$ cat src/sv/opm_pkg.sv
// Shared types, constants and cell merge function for the occupancy patch merge block.
// No dependencies.
package opm_pkg;

  localparam logic [15:0] HiBitsMask = 16'hAAAA;
  localparam logic [15:0] LoBitsMask = 16'h5555;
  localparam logic [9:0]  PatchSizeCells = 10'd16;

  typedef struct packed {
    logic [15:0] patch_word;
    logic [10:0] word_address;
    logic        placement_error;
    logic        in_range;
  } opm_cmd_t;

  typedef struct packed {
    logic [15:0] merged_word;
    logic [10:0] word_address;
    logic        placement_error;
  } opm_res_t;

  function automatic logic [15:0] cell_merge(logic [15:0] stored, logic [15:0] incoming);
    logic [15:0] known;
    known = incoming | ((incoming & HiBitsMask) >> 1) | ((incoming & LoBitsMask) << 1);
    return (stored & ~known) | incoming;
  endfunction

endpackage

$ cat src/sv/opm_front.sv
// Front end: takes one patch word, checks placement and forms the map address.
// Depends on opm_pkg.
module opm_front
  import opm_pkg::*;
#(
  parameter int MAP_WIDTH_CELLS  = 128,
  parameter int MAP_HEIGHT_CELLS = 128
) (
  input  logic [6:0]  origin_x_i,
  input  logic [6:0]  origin_y_i,
  input  logic [4:0]  patch_word_index_i,
  input  logic [15:0] patch_word_i,
  output opm_cmd_t    cmd_o,
  output logic [$clog2(MAP_WIDTH_CELLS / 4 * (MAP_HEIGHT_CELLS / 2))-1:0] ram_idx_o
);

  localparam int WordsPerBand = MAP_WIDTH_CELLS / 4;
  localparam int MapWords     = WordsPerBand * (MAP_HEIGHT_CELLS / 2);
  localparam int IdxW         = $clog2(MapWords);
  localparam int CalcW        = 9 + $clog2(WordsPerBand);
  localparam logic [9:0] MapW = 10'(MAP_WIDTH_CELLS);
  localparam logic [9:0] MapH = 10'(MAP_HEIGHT_CELLS);

  logic [5:0]       x_word;
  logic [6:0]       row;
  logic [CalcW-1:0] addr;
  logic             misaligned, x_over, y_over;

  always_comb begin
    x_word     = {1'b0, origin_x_i[6:2]} + {4'b0, patch_word_index_i[1:0]};
    row        = {1'b0, origin_y_i[6:1]} + {4'b0, patch_word_index_i[4:2]};
    addr       = CalcW'(x_word) + CalcW'(CalcW'(row) * CalcW'(WordsPerBand));
    misaligned = (origin_x_i[1:0] != 2'b00) || origin_y_i[0];
    x_over     = ({3'b0, origin_x_i} + PatchSizeCells) > MapW;
    y_over     = ({3'b0, origin_y_i} + PatchSizeCells) > MapH;

    cmd_o.patch_word      = patch_word_i;
    cmd_o.word_address    = addr[10:0];
    cmd_o.in_range        = 32'(addr) < 32'(MapWords);
    cmd_o.placement_error = misaligned || x_over || y_over || !cmd_o.in_range;
    ram_idx_o             = addr[IdxW-1:0];
  end

endmodule

$ cat config.mk
export PLATFORM = sky130hd
export DESIGN_NAME = opm_front
export DESIGN_NICKNAME = d
export VERILOG_FILES = /design/src/sv/opm_pkg.sv /design/src/sv/opm_front.sv
export SDC_FILE = /design/constraint.sdc
export NUM_CORES = 1
export LEC_CHECK = 0
export BUFFER_PORTS_ARGS = -buffer_cell sky130_fd_sc_hd__buf_2
export CAP_MARGIN = 10
export CORE_UTILIZATION = 34
export DETAILED_ROUTE_END_ITERATION = 8
export GPL_TIMING_DRIVEN = 0
export PLACE_DENSITY = 0.81
export SETUP_SLACK_MARGIN = 0.05
export SYNTH_ARGS = -nofsm -noshare
export SYNTH_HDL_FRONTEND = slang
export SYNTH_SLANG_ARGS = --single-unit
$ cat constraint.sdc
create_clock -name vclk -period 2.52
set_clock_uncertainty 0.15 [all_clocks]
set_input_delay 0.252 -clock vclk [all_inputs]
set_output_delay 0.252 -clock vclk [all_outputs]
set_load 0.02 [all_outputs]
==> impl_results.md <==
* Die area at 2340 µm²
* Cells on Worst Hold Path at 2
* Post-route DRC at 0
* Vias/cell at about 4.6
* Synth Net Count at about 140
* Comb power frac at 100.0%
* Sequential area share after synthesis at 0%
* GPL Wtd Cong at 0.763
* GRT Residual Overflow at 0
* Worst slew pin tran at 0.497 ns
* Fin cells at 193
* Diode count at 0
* Vias in the first global route at 731
* RSZ-0062 raised after global routing: yes
* Layout area overhead at 66.8%
* Die width at 48.4 µm
* First-pass GRT wire length at 2.99 mm
* Final Hold Vio Count at 0
* Drt total wl at 1.84 mm
* Pint at 0.163 mW
* Top cells by area, synth: buf_4 (28%), ha_1 (8.6%), xnor2_1 (7.2%)
* Worst VDD drop at 0.000215 V
* WL/cell at around 9.5 µm
* Dpl hpwl at 1.60 mm
* Startpoint Class: input pin
* Pins Over Slew Limit at 0
* Hold crit path type: in2out
* Clock power share at 0%
* Overall power at 0.346 mW
* Post-Syn Area per Cell at 7.16 µm²
* 1st-iter DRT viols at 4
* Worst Path Max Fanout at 2
* Count of warnings emitted by yosys at 0
* # setup viols final at 7
* Nets at 210
* Relative slew slack at between 60% and 70%
* Min Tclk post-route at 2.83 ns
* Pwr Density at 284 nW/µm²
* Failing checks: setup timing
* Storage element area at 0 µm²
* Antenna viol nets, final at 0
* Switching share of power at 52.8%
* Synth cell types at 33
* Filler cells at 172
* FFs & Latches at 0
* Final worst slack at -0.315 ns
* Starting Density at 36.9%
* Status: finished, violations left
* Core outline area at 1980 µm²
* CP Class: in2out
* Peak Freq at 353 MHz
* DIE HEIGHT at 48.4 µm
* Max-cap viol count at 0
* Sw Pwr at 0.183 mW
* CP Capture Type: output pin
* Io pins at 75
* Mapped Area at 731 µm²
* WP data required at 2.12 ns
* Share of layout cells above drive strength 1 at between 60 and 70%
* Clock buf count at 0
* Row count at 16
* Yosys top cell by area: buf_4
* Period utilization at 112%
* Critical Path AT at 2.43 ns
* Synth top area share at 27.7%
* Synth Instances at 102
* Flop pwr share at 0%
* Largest net degree at the start of global routing at 9
* Initial antenna violation count at 0
* GRT Total Usage at 15.4%
* DR pass1 iterations at 4
* Placed cells at 188
* Via count at 892
* # port buffers at 59
* Hold-fix buffers at CTS at 0
* Leakage Power at 0.620 nW
-- power by group through the flow --
| stage | Clock (mW) | Sequential [mW] | Combinational [mW] |
|---|---|---|---|
| 6_report | 0 | 0 | 0.346 |
| 4_1_cts | 0 | 0 | 0.341 |
| 5_1_grt | 0 | 0 | 0.371 |
| 3_5_place_dp | 0 | 0 | 0.316 |
| 3_3_place_gp | 0 | 0 | 0.309 |
| 2_1_floorplan | 0 | 0 | 0.226 |
-- worst paths after layout --
check / startpoint / to / slack (ns)
max: origin_y_i[1] / ram_idx_o[10] / -0.31
min: patch_word_i[4] / cmd_o[17] / 0.57
-- Yosys cell counts, types with 2 or more instances --
cell type and instances:
xnor2_1 6, nor3_1 4, fa_1 2, o211ai_1 2
nor2b_1 5, nand2b_1 2, xor2_1 3, nor2_1 6
o21ai_0 2, inv_1 8, buf_4 27, a21oi_1 5
ha_1 5, nand2_1 4, and2_1 2, or4_4 2
-- cell families (layout without fill, tap and decap cells) --
| kind of cell | count (synthesis) | after routing | synth area share (%) |
|---|---|---|---|
| simple gates | 35 | 35 | 28.8 |
| xor+xnor | 9 | 9 | 10.8 |
| fa+ha+maj | 7 | 7 | 14.0 |
| buf+inv | 35 | 99 | 31.8 |
| compound gates | 16 | 16 | 14.6 |
-- metrics by stage --
stage	TNS (ns)	instance area (µm²)	util [%]	worst slack [ns]	hold WS, ns
global placement	-1.82	1110	56.3	-0.503	0.572
floorplan	-0.822	786	-	-0.393	0.467
detailed placement	-2.05	1110	56.3	-0.534	0.572
finish	-1.48	1220	61.5	-0.315	0.571
global route	-2.04	1220	61.5	-0.382	0.573
CTS	-1.27	1190	60.2	-0.293	0.572
-- area by class of cell --
| class | count | area (µm²) | area share (%) |
|---|---|---|---|
| timing repair buffer | 64 | 378 | 31.0 |
| tap | 27 | 33.8 | 2.77 |
| inverter | 8 | 30.0 | 2.46 |
| multi-input combinational | 67 | 574 | 47.1 |
| buffer | 27 | 203 | 16.6 |
-- what timing repair did --
| item | 4_1_cts | 5_1_grt |
|---|---|---|
| endpoints found under the setup margin | 8 | 9 |
| resized for setup | 14 | 5 |
| setup buffers | 4 | 1 |
| pin swaps | 7 | 4 |
-- worst max-delay path: stages --
cell and delay, ns:
buf_8 0.10, ha_4 0.15, inv_2 0.05, fa_1 0.42
nand2b_4 0.16, or4_4 0.49, or4_1 0.48, nand4_1 0.11
buf_4 0.11, buf_6 0.10
-- layer usage --
metal / GRT usage, % / up-vias / wire length (µm)
met5: 0 / - / 0
met4: 0.980 / 0 / 0
met3: 0.314 / 0 / 147
met2: 32.9 / 46 / 996
met1: 17.1 / 394 / 698
li1: - / 452 / -
-- cells in the final DEF, fill, tap and decap left out, types with 2 or more instances in the layout --
cell type	n
nor2_1	6
ha_1	4
xnor2_2	2
nor3_1	2
o211ai_1	2
buf_6	4
nand2_1	4
inv_1	7
buf_4	36
and2_1	2
o21ai_0	2
buf_2	50
xor2_1	3
nor2b_1	5
or4_4	2
xnor2_1	4
nand2b_1	2
a21oi_1	5
Power figures use the tool's default switching activity.
