File: config.mk
export PLATFORM = sky130hd
export DESIGN_NAME = opm_fifo
export DESIGN_NICKNAME = d
export VERILOG_FILES = /design/src/sv/opm_fifo.sv
export SDC_FILE = /design/constraint.sdc
export NUM_CORES = 1
export LEC_CHECK = 0
export BUFFER_PORTS_ARGS = -buffer_cell sky130_fd_sc_hd__buf_2
export CELL_PAD_IN_SITES_DETAIL_PLACEMENT = 1
export CELL_PAD_IN_SITES_GLOBAL_PLACEMENT = 1
export CORE_MARGIN = 1
export CORE_UTILIZATION = 40
export DETAILED_ROUTE_END_ITERATION = 7
export PLACE_DENSITY_LB_ADDON = 0.12
export REMOVE_ABC_BUFFERS = 1
export SYNTH_ARGS = -nofsm -noshare
export SYNTH_HDL_FRONTEND = slang
export SYNTH_SLANG_ARGS = --single-unit
File: constraint.sdc
create_clock -name clk_i -period 1.66 [get_ports clk_i]
set_clock_uncertainty 0.05 [all_clocks]
set_input_delay 0.332 -clock clk_i [delete_from_list [all_inputs] [get_ports clk_i]]
set_output_delay 0.332 -clock clk_i [all_outputs]
set_load 0.03 [all_outputs]
File: src/sv/opm_fifo.sv
// Generic register FIFO with full/empty flags.
// Used for the command queue and the result queue; no package dependencies.
module opm_fifo #(
  parameter int Width = 8,
  parameter int Depth = 2
) (
  input  logic             clk_i,
  input  logic             rst_ni,
  input  logic             push_i,
  input  logic [Width-1:0] data_i,
  output logic             full_o,
  input  logic             pop_i,
  output logic             empty_o,
  output logic [Width-1:0] data_o
);

  localparam int PtrW = (Depth > 1) ? $clog2(Depth) : 1;
  localparam int CntW = $clog2(Depth + 1);
  localparam logic [CntW-1:0] DepthC = CntW'(Depth);
  localparam logic [PtrW-1:0] LastPtr = PtrW'(Depth - 1);

  logic [Width-1:0] entry_q [Depth];
  logic [PtrW-1:0]  wr_ptr_q, wr_ptr_d, rd_ptr_q, rd_ptr_d;
  logic [CntW-1:0]  count_q, count_d;
  logic             do_push, do_pop;

  assign full_o  = (count_q == DepthC);
  assign empty_o = (count_q == '0);
  assign do_push = push_i && !full_o;
  assign do_pop  = pop_i && !empty_o;
  assign data_o  = entry_q[rd_ptr_q];

  always_comb begin
    wr_ptr_d = wr_ptr_q;
    rd_ptr_d = rd_ptr_q;
    count_d  = count_q;
    if (do_push) begin
      wr_ptr_d = (wr_ptr_q == LastPtr) ? '0 : wr_ptr_q + 1'b1;
    end
    if (do_pop) begin
      rd_ptr_d = (rd_ptr_q == LastPtr) ? '0 : rd_ptr_q + 1'b1;
    end
    if (do_push && !do_pop) begin
      count_d = count_q + 1'b1;
    end else if (do_pop && !do_push) begin
      count_d = count_q - 1'b1;
    end
  end

  always_ff @(posedge clk_i or negedge rst_ni) begin
    if (!rst_ni) begin
      wr_ptr_q <= '0;
      rd_ptr_q <= '0;
      count_q  <= '0;
    end else begin
      wr_ptr_q <= wr_ptr_d;
      rd_ptr_q <= rd_ptr_d;
      count_q  <= count_d;
    end
  end

  always_ff @(posedge clk_i) begin
    if (do_push) begin
      entry_q[wr_ptr_q] <= data_i;
    end
  end

endmodule

==> run metrics, run 1 <==
largest net degree at the start of global routing=12; gr usage total=around 14%; total global routing overflow=0; Synth Warn #=0; vias in the first global route=about 470; violated checks=setup timing; CTS max path bufs=2; drt wl/cell=between 10 and 15 um; initial antenna violation count=0; flop2flop setup slack=approximately 0.13 ns; Tmin final=1.712 ns; vias per cell=4.535; outcome=finished with violations; Die Wd=roughly 46 um; core area=1783 um2; PD cells=1932 nW/um2; initial core utilization=43.86%; Reg2Reg Depth=6; CTS tree=done; Synth cell types=15; die height=roughly 46 um; Max Slew Vio Count=0; Yosys top cell area share=roughly 60%; Port Buffers=21; RSZ-0062 raised after global routing=true; antenna viol nets, final=0; Req. time, crit path=between 1 and 1.5 ns; top cells by area, synth=edfxtp_1, dfrtp_1, mux2_1; LEAKAGE=roughly 0.47 nW; Mapped Cells=44; Post-DP Area=928.4 um2; Area Growth Syn to Fin=39.04%; Max-slew headroom=approximately 75%; first-pass GRT wire length=1994 um; final worst slack=-0.05179 ns; Die ar.=about 2100 um2; root buffer cell=clkbuf_4; final core utilization=60.98%; Inserted Diodes=0; CTS Buf Count=3; Final Setup Violations=7; via count=458; Synth Area per Inst=around 18 um2; CTS clk-pin slew, worst paths=between 0.1 and 0.15 ns; design area=1087 um2; DRT Wirelength=around 1400 um; sequential area share after synthesis=around 74%; FF+latch count, synth=20; final period utilization=103.1%; dominant synthesized flop cell=edfxtp_1; crit path max fanout=4; Post-Place Setup Slack=approximately 0.11 ns; H-tree depth=1; DRC=0; Hold Path Sink=entry_q[0][3]$_DFFE_PP_; number of enable flip-flop cells after synthesis=16; share of cells above drive strength 1=56.58%; Crit path arrival time=roughly 1.3 ns; critical path class=flip-flop to output pin; Async SR Flop Fraction=between 20% and 30%; routability cong.=0.6347; Synth area leader=edfxtp_1; final setup TNS=-0.3251 ns; most frequent cell after synthesis=edfxtp_1; detailed router's first-iteration violation count=7; RR Endpoint=count_q[1]$_DFFE_PN0P_; Fmax=about 0.58 GHz; cell area after synthesis=782.0 um2; IO Count=22; FF-to-FF Start=count_q[0]$_DFFE_PN0P_; Hold Violations, Final=0; hold_sp=data_i[3]; Max Cap Viol=0; Worst-Skew Late Latency=between 0.2 and 0.3 ns; startpoint types=flip-flop; Hold Crit Class=input pin to flip-flop; Crit. End Element=output pin; Detailed Routing Iterations Pass 1=3; most frequent cells after synthesis=edfxtp_1, mux2_1, dfrtp_1, nor2_1; Site Rows=15; FILL cells=~180; clk sinks=20; CP startpoint=rd_ptr_q$_DFFE_PN0P_; nets=90; worst hold stages=1; peak supply drop=0.0009826 V; Least-Margin Pin Slew=about 0.38 ns; Final HPWL DP=approximately 930 um
[kinds of logic after synthesis]
| logic type | synth area share, % |
|---|---|
| and+or+nand+nor | 3.841 |
| muxes | 11.52 |
| adders and majority gates | 1.600 |
| buffers and inverters | 1.600 |
| xor gates and xnor gates | 6.561 |
| AOI/OAI and AO/OA | 0.6394 |
| DFF | 74.24 |
[registers in the layout (all words and copies together), names as in the netlist]
| signal | count |
|---|---|
| count_q | 2 |
| entry_q | 16 |
| rd_ptr_q | 1 |
| wr_ptr_q | 1 |
[worst max path at each step]
stage | endpoint | slack, ns | depth (start not counted)
global route | data_o[3] | -0.09 | 3
global placement | data_o[7] | 0.14 | 2
detailed placement | count_q[1]$_DFFE_PN0P_ | 0.11 | 6
CTS | data_o[7] | -0.05 | 2
floorplan | entry_q[0][0]$_DFFE_PP_ | 0.22 | 3
finish | data_o[3] | -0.05 | 3
[where the power goes]
part	internal (mW)	switching, mW
sequential	0.707	0.0916
clock	0.133	0.142
combinational	0.516	0.510
total	1.36	0.744
[critical path: stages (launching register included)]
cell and delay (ns):
dfrtp_2 0.46, buf_4 0.15, mux2_4 0.29, buf_6 0.14
[layer usage]
metal  global-route usage [%]  vias to the layer above  wire length [um]
met5                        0                        -                 0
met4                    7.059                        0                14
met3                    3.529                        2                41
met2                    25.92                       11               754
met1                    14.72                      223               567
li1                         -                      222                 -
[repair_timing]
item,4_1_cts,5_1_grt
resized for setup,9,17
setup buffers,1,4
hold endpoints to repair,4,0
hold buffers,1,0
setup endpoints to repair,8,9
[per-stage QoR]
step | std cells | total power, mW | hold WS (ns)
finish | 101 | 2.100 | 0.1671
global route | 101 | 2.211 | 0.1542
CTS | 97 | 1.891 | 0.1714
detailed placement | 91 | 1.552 | 0.09233
global placement | 91 | 1.525 | 0.09293
floorplan | 43 | 1.324 | -0.01359
[final cells by class]
type	instances	area (um2)	share of cell area (%)
clock buffers	4	36.28	3.337
inverters	2	7.507	0.6905
multi-input cells	21	207.7	19.10
flip-flops and latches	20	583.1	53.62
well taps	25	31.28	2.877
repair buffers	29	221.5	20.37
[placed cells by master, fill, tap and decap left out]
cell type | netlist | layout
edfxtp_1 | 16 | 16
buf_2 | 1 | 13
buf_6 | 0 | 9
buf_4 | 0 | 6
mux2_4 | 0 | 5
nor2_1 | 3 | 3
clkbuf_4 | 0 | 3
mux2_2 | 2 | 2
inv_1 | 2 | 2
xnor2_1 | 2 | 2
xor2_1 | 2 | 2
dfrtp_2 | 0 | 2
dfrtp_1 | 4 | 2
mux2_1 | 6 | 1
nand2b_1 | 1 | 1
nand2_2 | 1 | 1
o21ai_1 | 1 | 1
and3_1 | 1 | 1
xnor2_2 | 1 | 1
ha_1 | 1 | 1
clkbuf_8 | 0 | 1
dlygate4sd3_1 | 0 | 1
No activity file was read; power rests on OpenSTA's default activity.
==> run 2, diff against run 1 <==
- ABC_AREA: default -> 1
- CORE_UTILIZATION: 40 -> 38
==> run metrics, run 2 <==
core area=1982 um2 (+11%); Detailed Routing Iterations Pass 1=3 (unchanged); Max-slew headroom=77.60% (+3.0 points); Site Rows=16 (+1); final period utilization=96.74% (-6.4 points); PD cells=1872 nW/um2 (-3.1%); H-tree depth=1 (unchanged); Req. time, crit path=1.28 ns (about the same); clk sinks=20 (unchanged); RR Endpoint=count_q[1]$_DFFE_PN0P_; GR Util met2=25.07% (-0.85 points); worst hold stages=1 (unchanged); CTS tree=done; nets=118 (+31%); vias in the first global route=534 (+14%); most frequent cells in the layout=nand2_1, buf_2, edfxtp_1; crit path max fanout=7 (+3); drt wl/cell=11.29 um (-17%); non-filler cells, final=131 (+30%); largest net degree at the start of global routing=12 (unchanged); top cells by area, synth=edfxtp_1, nand2_1, dfrtp_1; Port Buffers=21 (unchanged); Max Slew Vio Count=0 (unchanged); met3 Usage GRT=2.963% (-0.57 points); Synth Warn #=0 (unchanged); Tmin final=1.606 ns (-0.1059 ns); RSZ-0062 raised after global routing=false; Hold Path Sink=entry_q[1][2]$_DFFE_PP_; first-pass GRT wire length=2221 um (+11%); Worst-Skew Late Latency=0.28 ns (about the same); slowest library cell on the worst path=dfrtp_2; number of enable flip-flop cells after synthesis=16 (unchanged); share of cells above drive strength 1=32.69% (-24 points); antenna viol nets, final=0 (unchanged); root buffer cell=clkbuf_4; dpl cells=121 (+33%); Synth area leader=edfxtp_1; vias per cell=4.443 (-2.0%); Mapped Cells=73 (+66%); gr usage total=14.80% (+0.66 points); IO Count=22 (unchanged); die height=48.16 um (+4.2%); Design Power=1.944 mW (-7.4%); initial antenna violation count=0 (unchanged); critical path class=flip-flop to output pin; max FFs per register=16 (unchanged); most frequent cell on the critical path=nand2_1; Post-DP Area=950.9 um2 (+2.4%); total global routing overflow=0 (unchanged); Async SR Flop Fraction=20.00% (unchanged); Yosys top cell area share=59.35% (-2.1 points); Synth cell types=14 (-1); via count=582 (+27%); Hold Crit Class=input pin to flip-flop; Max Cap Viol=0 (unchanged); routability cong.=0.8311 (+31%); grt peak-use layer=met2; Largest regs=entry_q: 16 flops, count_q: 2 flops; CTS Buf Count=3 (unchanged); Synth Area per Inst=11.09 um2 (-38%); peak supply drop=0.0008316 V (-15%); LEAKAGE=0.4944 nW (+5.0%); CTS clk-pin slew, worst paths=0.10 ns (-0.02 ns); Least-Margin Pin Slew=0.3356 ns (-0.04516 ns); startpoint types=flip-flop; design area=1039 um2 (-4.5%); initial core utilization=40.85% (-3.0 points); critical-path cell list=buf_4, nand2_1, nand2_1, clkbuf_4; Fmax=0.6227 GHz (+6.6%); Crit path arrival time=1.22 ns (-0.11 ns); cell area after synthesis=809.5 um2 (+3.5%); Reg2Reg Depth=6 (unchanged); Inserted Diodes=0 (unchanged); FF+latch count, synth=20 (unchanged); Die Wd=48.16 um (+4.2%); sequential area share after synthesis=71.72% (-2.5 points); Final HPWL DP=1057 um (+14%); outcome=complete, no violations; DRT Wirelength=1479 um (+7.5%); Hold Violations, Final=0 (unchanged); Crit. End Element=output pin; most frequent cells after synthesis=nand2_1, edfxtp_1, inv_1, dfrtp_1; Die ar.=2319 um2 (+8.6%); final setup TNS=0 ns (+0.3251 ns); CTS max path bufs=2 (unchanged); dominant synthesized flop cell=edfxtp_1; final worst slack=0.05413 ns (+0.1059 ns); commonest non-fill, non-tap cell in the layout=nand2_1; flop2flop setup slack=0.22 ns (+0.09 ns); Area Growth Syn to Fin=28.28%; detailed router's first-iteration violation count=6 (-1); Post-Place Setup Slack=0.2142 ns (+0.1084 ns); grt met1 use=18.20% (+3.5 points); Biggest register=entry_q; CP max stage delay=0.49 ns (+0.03 ns); FF-to-FF Start=count_q[0]$_DFFE_PN0P_; hold_sp=data_i[2]; Final Setup Violations=0 (-7); most frequent cell after synthesis=nand2_1; DRC=0 (unchanged)
==> run 2: cell types whose count changed after synthesis, moves of 2 or more <==
cell / previous run / this run
inv_1: 2 / 7
mux2_2: 2 / 0
o21ai_0: 0 / 2
nand2_1: 0 / 33
nor2_2: 0 / 2
mux2_1: 6 / 0
xor2_1: 2 / 0
==> run 2: power breakdown <==
part / leakage [nW] / total [mW] / internal, mW / switching (mW)
Combinational: 0.284 / 0.925 / 0.328 / 0.597
Sequential: 0.196 / 0.794 / 0.699 / 0.0944
Clock: 0.0150 / 0.226 / 0.0932 / 0.132
==> run 2: cells by family (layout without fill, tap and decap cells) <==
kind of cell	after synthesis	in the layout	synth area share, %
buf+inv	9	40	4.327
xor+xnor	1	1	1.082
flops	20	20	71.72
simple gates	40	40	20.09
fa+ha+maj	1	1	1.545
compound gates	2	2	1.237
==> run 2: critical path, delay by kind of cell (launching register included) <==
kind                   cells  cell delay [ns]
flip-flops                 1             0.49
AND/OR/NAND/NOR            2             0.12
buffers and inverters      2             0.34
==> run 2: layer usage <==
metal | part of all wire (%) | vias up
li1 | - | 297
met1 | 46 | 270
met2 | 49 | 13
met3 | 4.5 | 2
met4 | 0.81 | 0
met5 | 0 | -
==> run 2: final cells by class <==
class | instances | area (um2)
clock buffer | 4 | 26.28
sequential | 20 | 581.8
inverter | 8 | 35.03
multi-input combinational | 44 | 193.9
timing repair buffer | 28 | 167.7
fill | 230 | 943.4
tap | 27 | 33.78
==> run 2: repair_timing <==
item	in CTS	in global routing
hold buffers	1	0
buffers inserted	4	1
endpoints found under the setup margin	8	7
resized for setup	2	5
endpoints found under the hold margin	4	0
==> run 2: metrics by stage <==
step / utilization, % / hold slack (ns)
after floorplan: - / -0.01359
after global placement: 47.98 / 0.09585
after detailed placement: 47.98 / 0.09675
after CTS: 51.52 / 0.1682
after global routing: 52.40 / 0.1656
final: 52.40 / 0.1769
==> run 2: worst max-delay path by stage <==
stage                                start                      to  slack, ns
floorplan           count_q[0]$_DFFE_PN0P_  count_q[1]$_DFFE_PN0P_       0.13
global placement      rd_ptr_q$_DFFE_PN0P_               data_o[7]       0.22
detailed placement    rd_ptr_q$_DFFE_PN0P_               data_o[7]       0.21
CTS                   rd_ptr_q$_DFFE_PN0P_               data_o[1]       0.03
global route          rd_ptr_q$_DFFE_PN0P_               data_o[5]      0.001
finish                rd_ptr_q$_DFFE_PN0P_               data_o[1]       0.05
==> run 3, diff against run 2 <==
- clock period: 1.66 -> 1.8 ns (I/O delays scaled with it)
==> run metrics, run 3 (synthesized netlist as in run 2, its figures left out) <==
initial core utilization=40.85% (unchanged); DRT Wirelength=1460 um (-1.3%); Hold Violations, Final=0 (unchanged); final period utilization=slightly above 90%; Switch Pwr=737.4 uW (-10%); Die ar.=2319 um2 (unchanged); initial antenna violation count=0 (unchanged); Req. time, crit path=1.39 ns (+0.11 ns); CP max stage delay=0.51 ns (+0.02 ns); Final HPWL DP=1057 um (unchanged); Power Internal=950.2 uW (-15%); Inserted Diodes=0 (unchanged); Max Slew Vio Count=0 (unchanged); critical-path cell list=inv_4, nand2_1, nand2_1, buf_2; Min Hold Slack=0.2060 ns (+0.02906 ns); Biggest register=entry_q; Comb power frac=43.8% (-3.8 points); vias per cell=4.508 (+1.5%); Clk network pwr share=12.2% (+0.6 points); first-pass GRT wire length=2221 um (unchanged); Reg area=581.8 um2 (unchanged); via count=568 (-2.4%); CTS max path bufs=2 (unchanged); most frequent cells in the layout=nand2_1, buf_2, edfxtp_1; Crit path arrival time=1.26 ns (+0.04 ns); routability cong.=0.8311 (unchanged); Largest regs=entry_q: 16 flops, count_q: 2 flops; nets=113 (-4.2%); detailed router's first-iteration violation count=7 (+1); most frequent cell on the critical path=nand2_1; largest net degree at the start of global routing=12 (unchanged); outcome=complete, no violations; H-tree depth=1 (unchanged); antenna viol nets, final=0 (unchanged); CTS clk-pin slew, worst paths=0.10 ns (about the same); Crit. End Element=output pin; Max-slew headroom=77.64% (about the same); vias in the first global route=532 (-0.37%); DRC=0 (unchanged); LEAKAGE=0.4683 nW (-5.3%); critical path class=flip-flop to output pin; startpoint types=flip-flop; switching portion of total power=43.69% (+1.3 points); share of cells above drive strength 1=29.29% (-3.4 points); peak supply drop=0.0007582 V (-8.8%); Port Buffers=21 (unchanged); PD cells=1703 nW/um2 (-9.0%); Seq pwr share=44.0% (+3.2 points); Hold Crit Class=input pin to flip-flop; Setup Buffers After CTS=0 (-4); slowest library cell on the worst path=dfrtp_2; CTS Buf Count=3 (unchanged); Worst-Skew Late Latency=0.28 ns (about the same); IO Count=22 (unchanged); commonest non-fill, non-tap cell in the layout=nand2_1; final setup TNS=0 ns (unchanged); area of the multi-input gates=193.9 um2 (unchanged); RSZ-0062 raised after global routing=false; max FFs per register=16 (unchanged); clk sinks=20 (unchanged); Least-Margin Pin Slew=0.3351 ns (-0.0005480 ns); crit path max fanout=10 (+3); Max Cap Viol=0 (unchanged); Tmin final=roughly 1.7 ns; root buffer cell=clkbuf_4; Detailed Routing Iterations Pass 1=4 (+1); total global routing overflow=0 (unchanged); FILL cells=233 (+1.3%); Area Growth Syn to Fin=22.41%; drt wl/cell=11.59 um (+2.6%); Fmax=around 0.60 GHz; Site Rows=16 (unchanged); Final Setup Violations=0 (unchanged); die height=48.16 um (unchanged); Die Wd=48.16 um (unchanged); core area=1982 um2 (unchanged); gr usage total=14.96% (+0.16 points); CTS tree=done
run 3: cell types whose count changed in the layout (fill, tap and decap cells not counted), sizes merged:
cell    delta
buf        -3
clkinv     -1
clkbuf     -2
inv        +1
run 3: worst max-delay path: cells and delay by family, from the launching register on:
family	cells	cell delay, ns
flip-flops	1	0.51
buffers and inverters	2	0.33
AND/OR/NAND/NOR	2	0.14
run 3: final timing paths:
check                                     endpoint  cells past startpoint                   start  slack [ns]
min reg2reg                   wr_ptr_q$_DFFE_PN0N_                      2    wr_ptr_q$_DFFE_PN0N_        0.45
max                                      data_o[1]                      4    rd_ptr_q$_DFFE_PN0P_        0.13
min in group asynchronous   count_q[0]$_DFFE_PN0P_                      2                  rst_ni        0.35
min                        entry_q[1][2]$_DFFE_PP_                      1               data_i[2]        0.21
max in group asynchronous     rd_ptr_q$_DFFE_PN0P_                      2                  rst_ni        1.22
max reg2reg                 count_q[1]$_DFFE_PN0P_                      6  count_q[0]$_DFFE_PN0P_        0.36
run 3: metrics by stage:
stage	util, %	instances	worst slack, ns	cell area (um2)	power (mW)
after floorplan	-	72	0.2714	804.5	1.257
after global placement	47.98	121	0.3285	950.9	1.474
after detailed placement	47.98	121	0.3262	950.9	1.495
after CTS	49.87	126	0.04473	988.4	1.710
after global routing	50.00	126	0.03826	991.0	1.836
final	50.00	126	0.1272	991.0	1.688
run 3: per-layer routing:
| layer | part of all wire [%] | GRT usage [%] | wire length, um | up-vias |
|---|---|---|---|---|
| met2 | 49 | 24.80 | 715 | 13 |
| met3 | 4.6 | 4.074 | 67 | 2 |
| met4 | 0.82 | 6.667 | 12 | 0 |
| met5 | 0 | 0 | 0 | - |
| li1 | - | - | - | 289 |
| met1 | 45 | 18.20 | 664 | 264 |
run 3: timing repair:
action,4_1_cts,5_1_grt
endpoints found under the setup margin,2,6
hold buffers,1,0
resized for setup,1,1
hold endpoints to repair,4,0
run 3: cell type report:
cell class	instances	share of cell area (%)
inverters	8	3.283
clock buffers	4	2.652
multi-input cells	44	19.57
flip-flops and latches	20	58.71
well taps	27	3.409
repair buffers	23	12.37
run 3: power by group through the flow:
| stage | Combinational, mW | Sequential [mW] | Clock (mW) |
|---|---|---|---|
| 6_report | 0.739 | 0.743 | 0.206 |
| 3_5_place_dp | 0.747 | 0.748 | 0 |
| 3_3_place_gp | 0.732 | 0.742 | 0 |
| 5_1_grt | 0.843 | 0.766 | 0.228 |
| 2_1_floorplan | 0.538 | 0.719 | 0 |
| 4_1_cts | 0.754 | 0.741 | 0.215 |
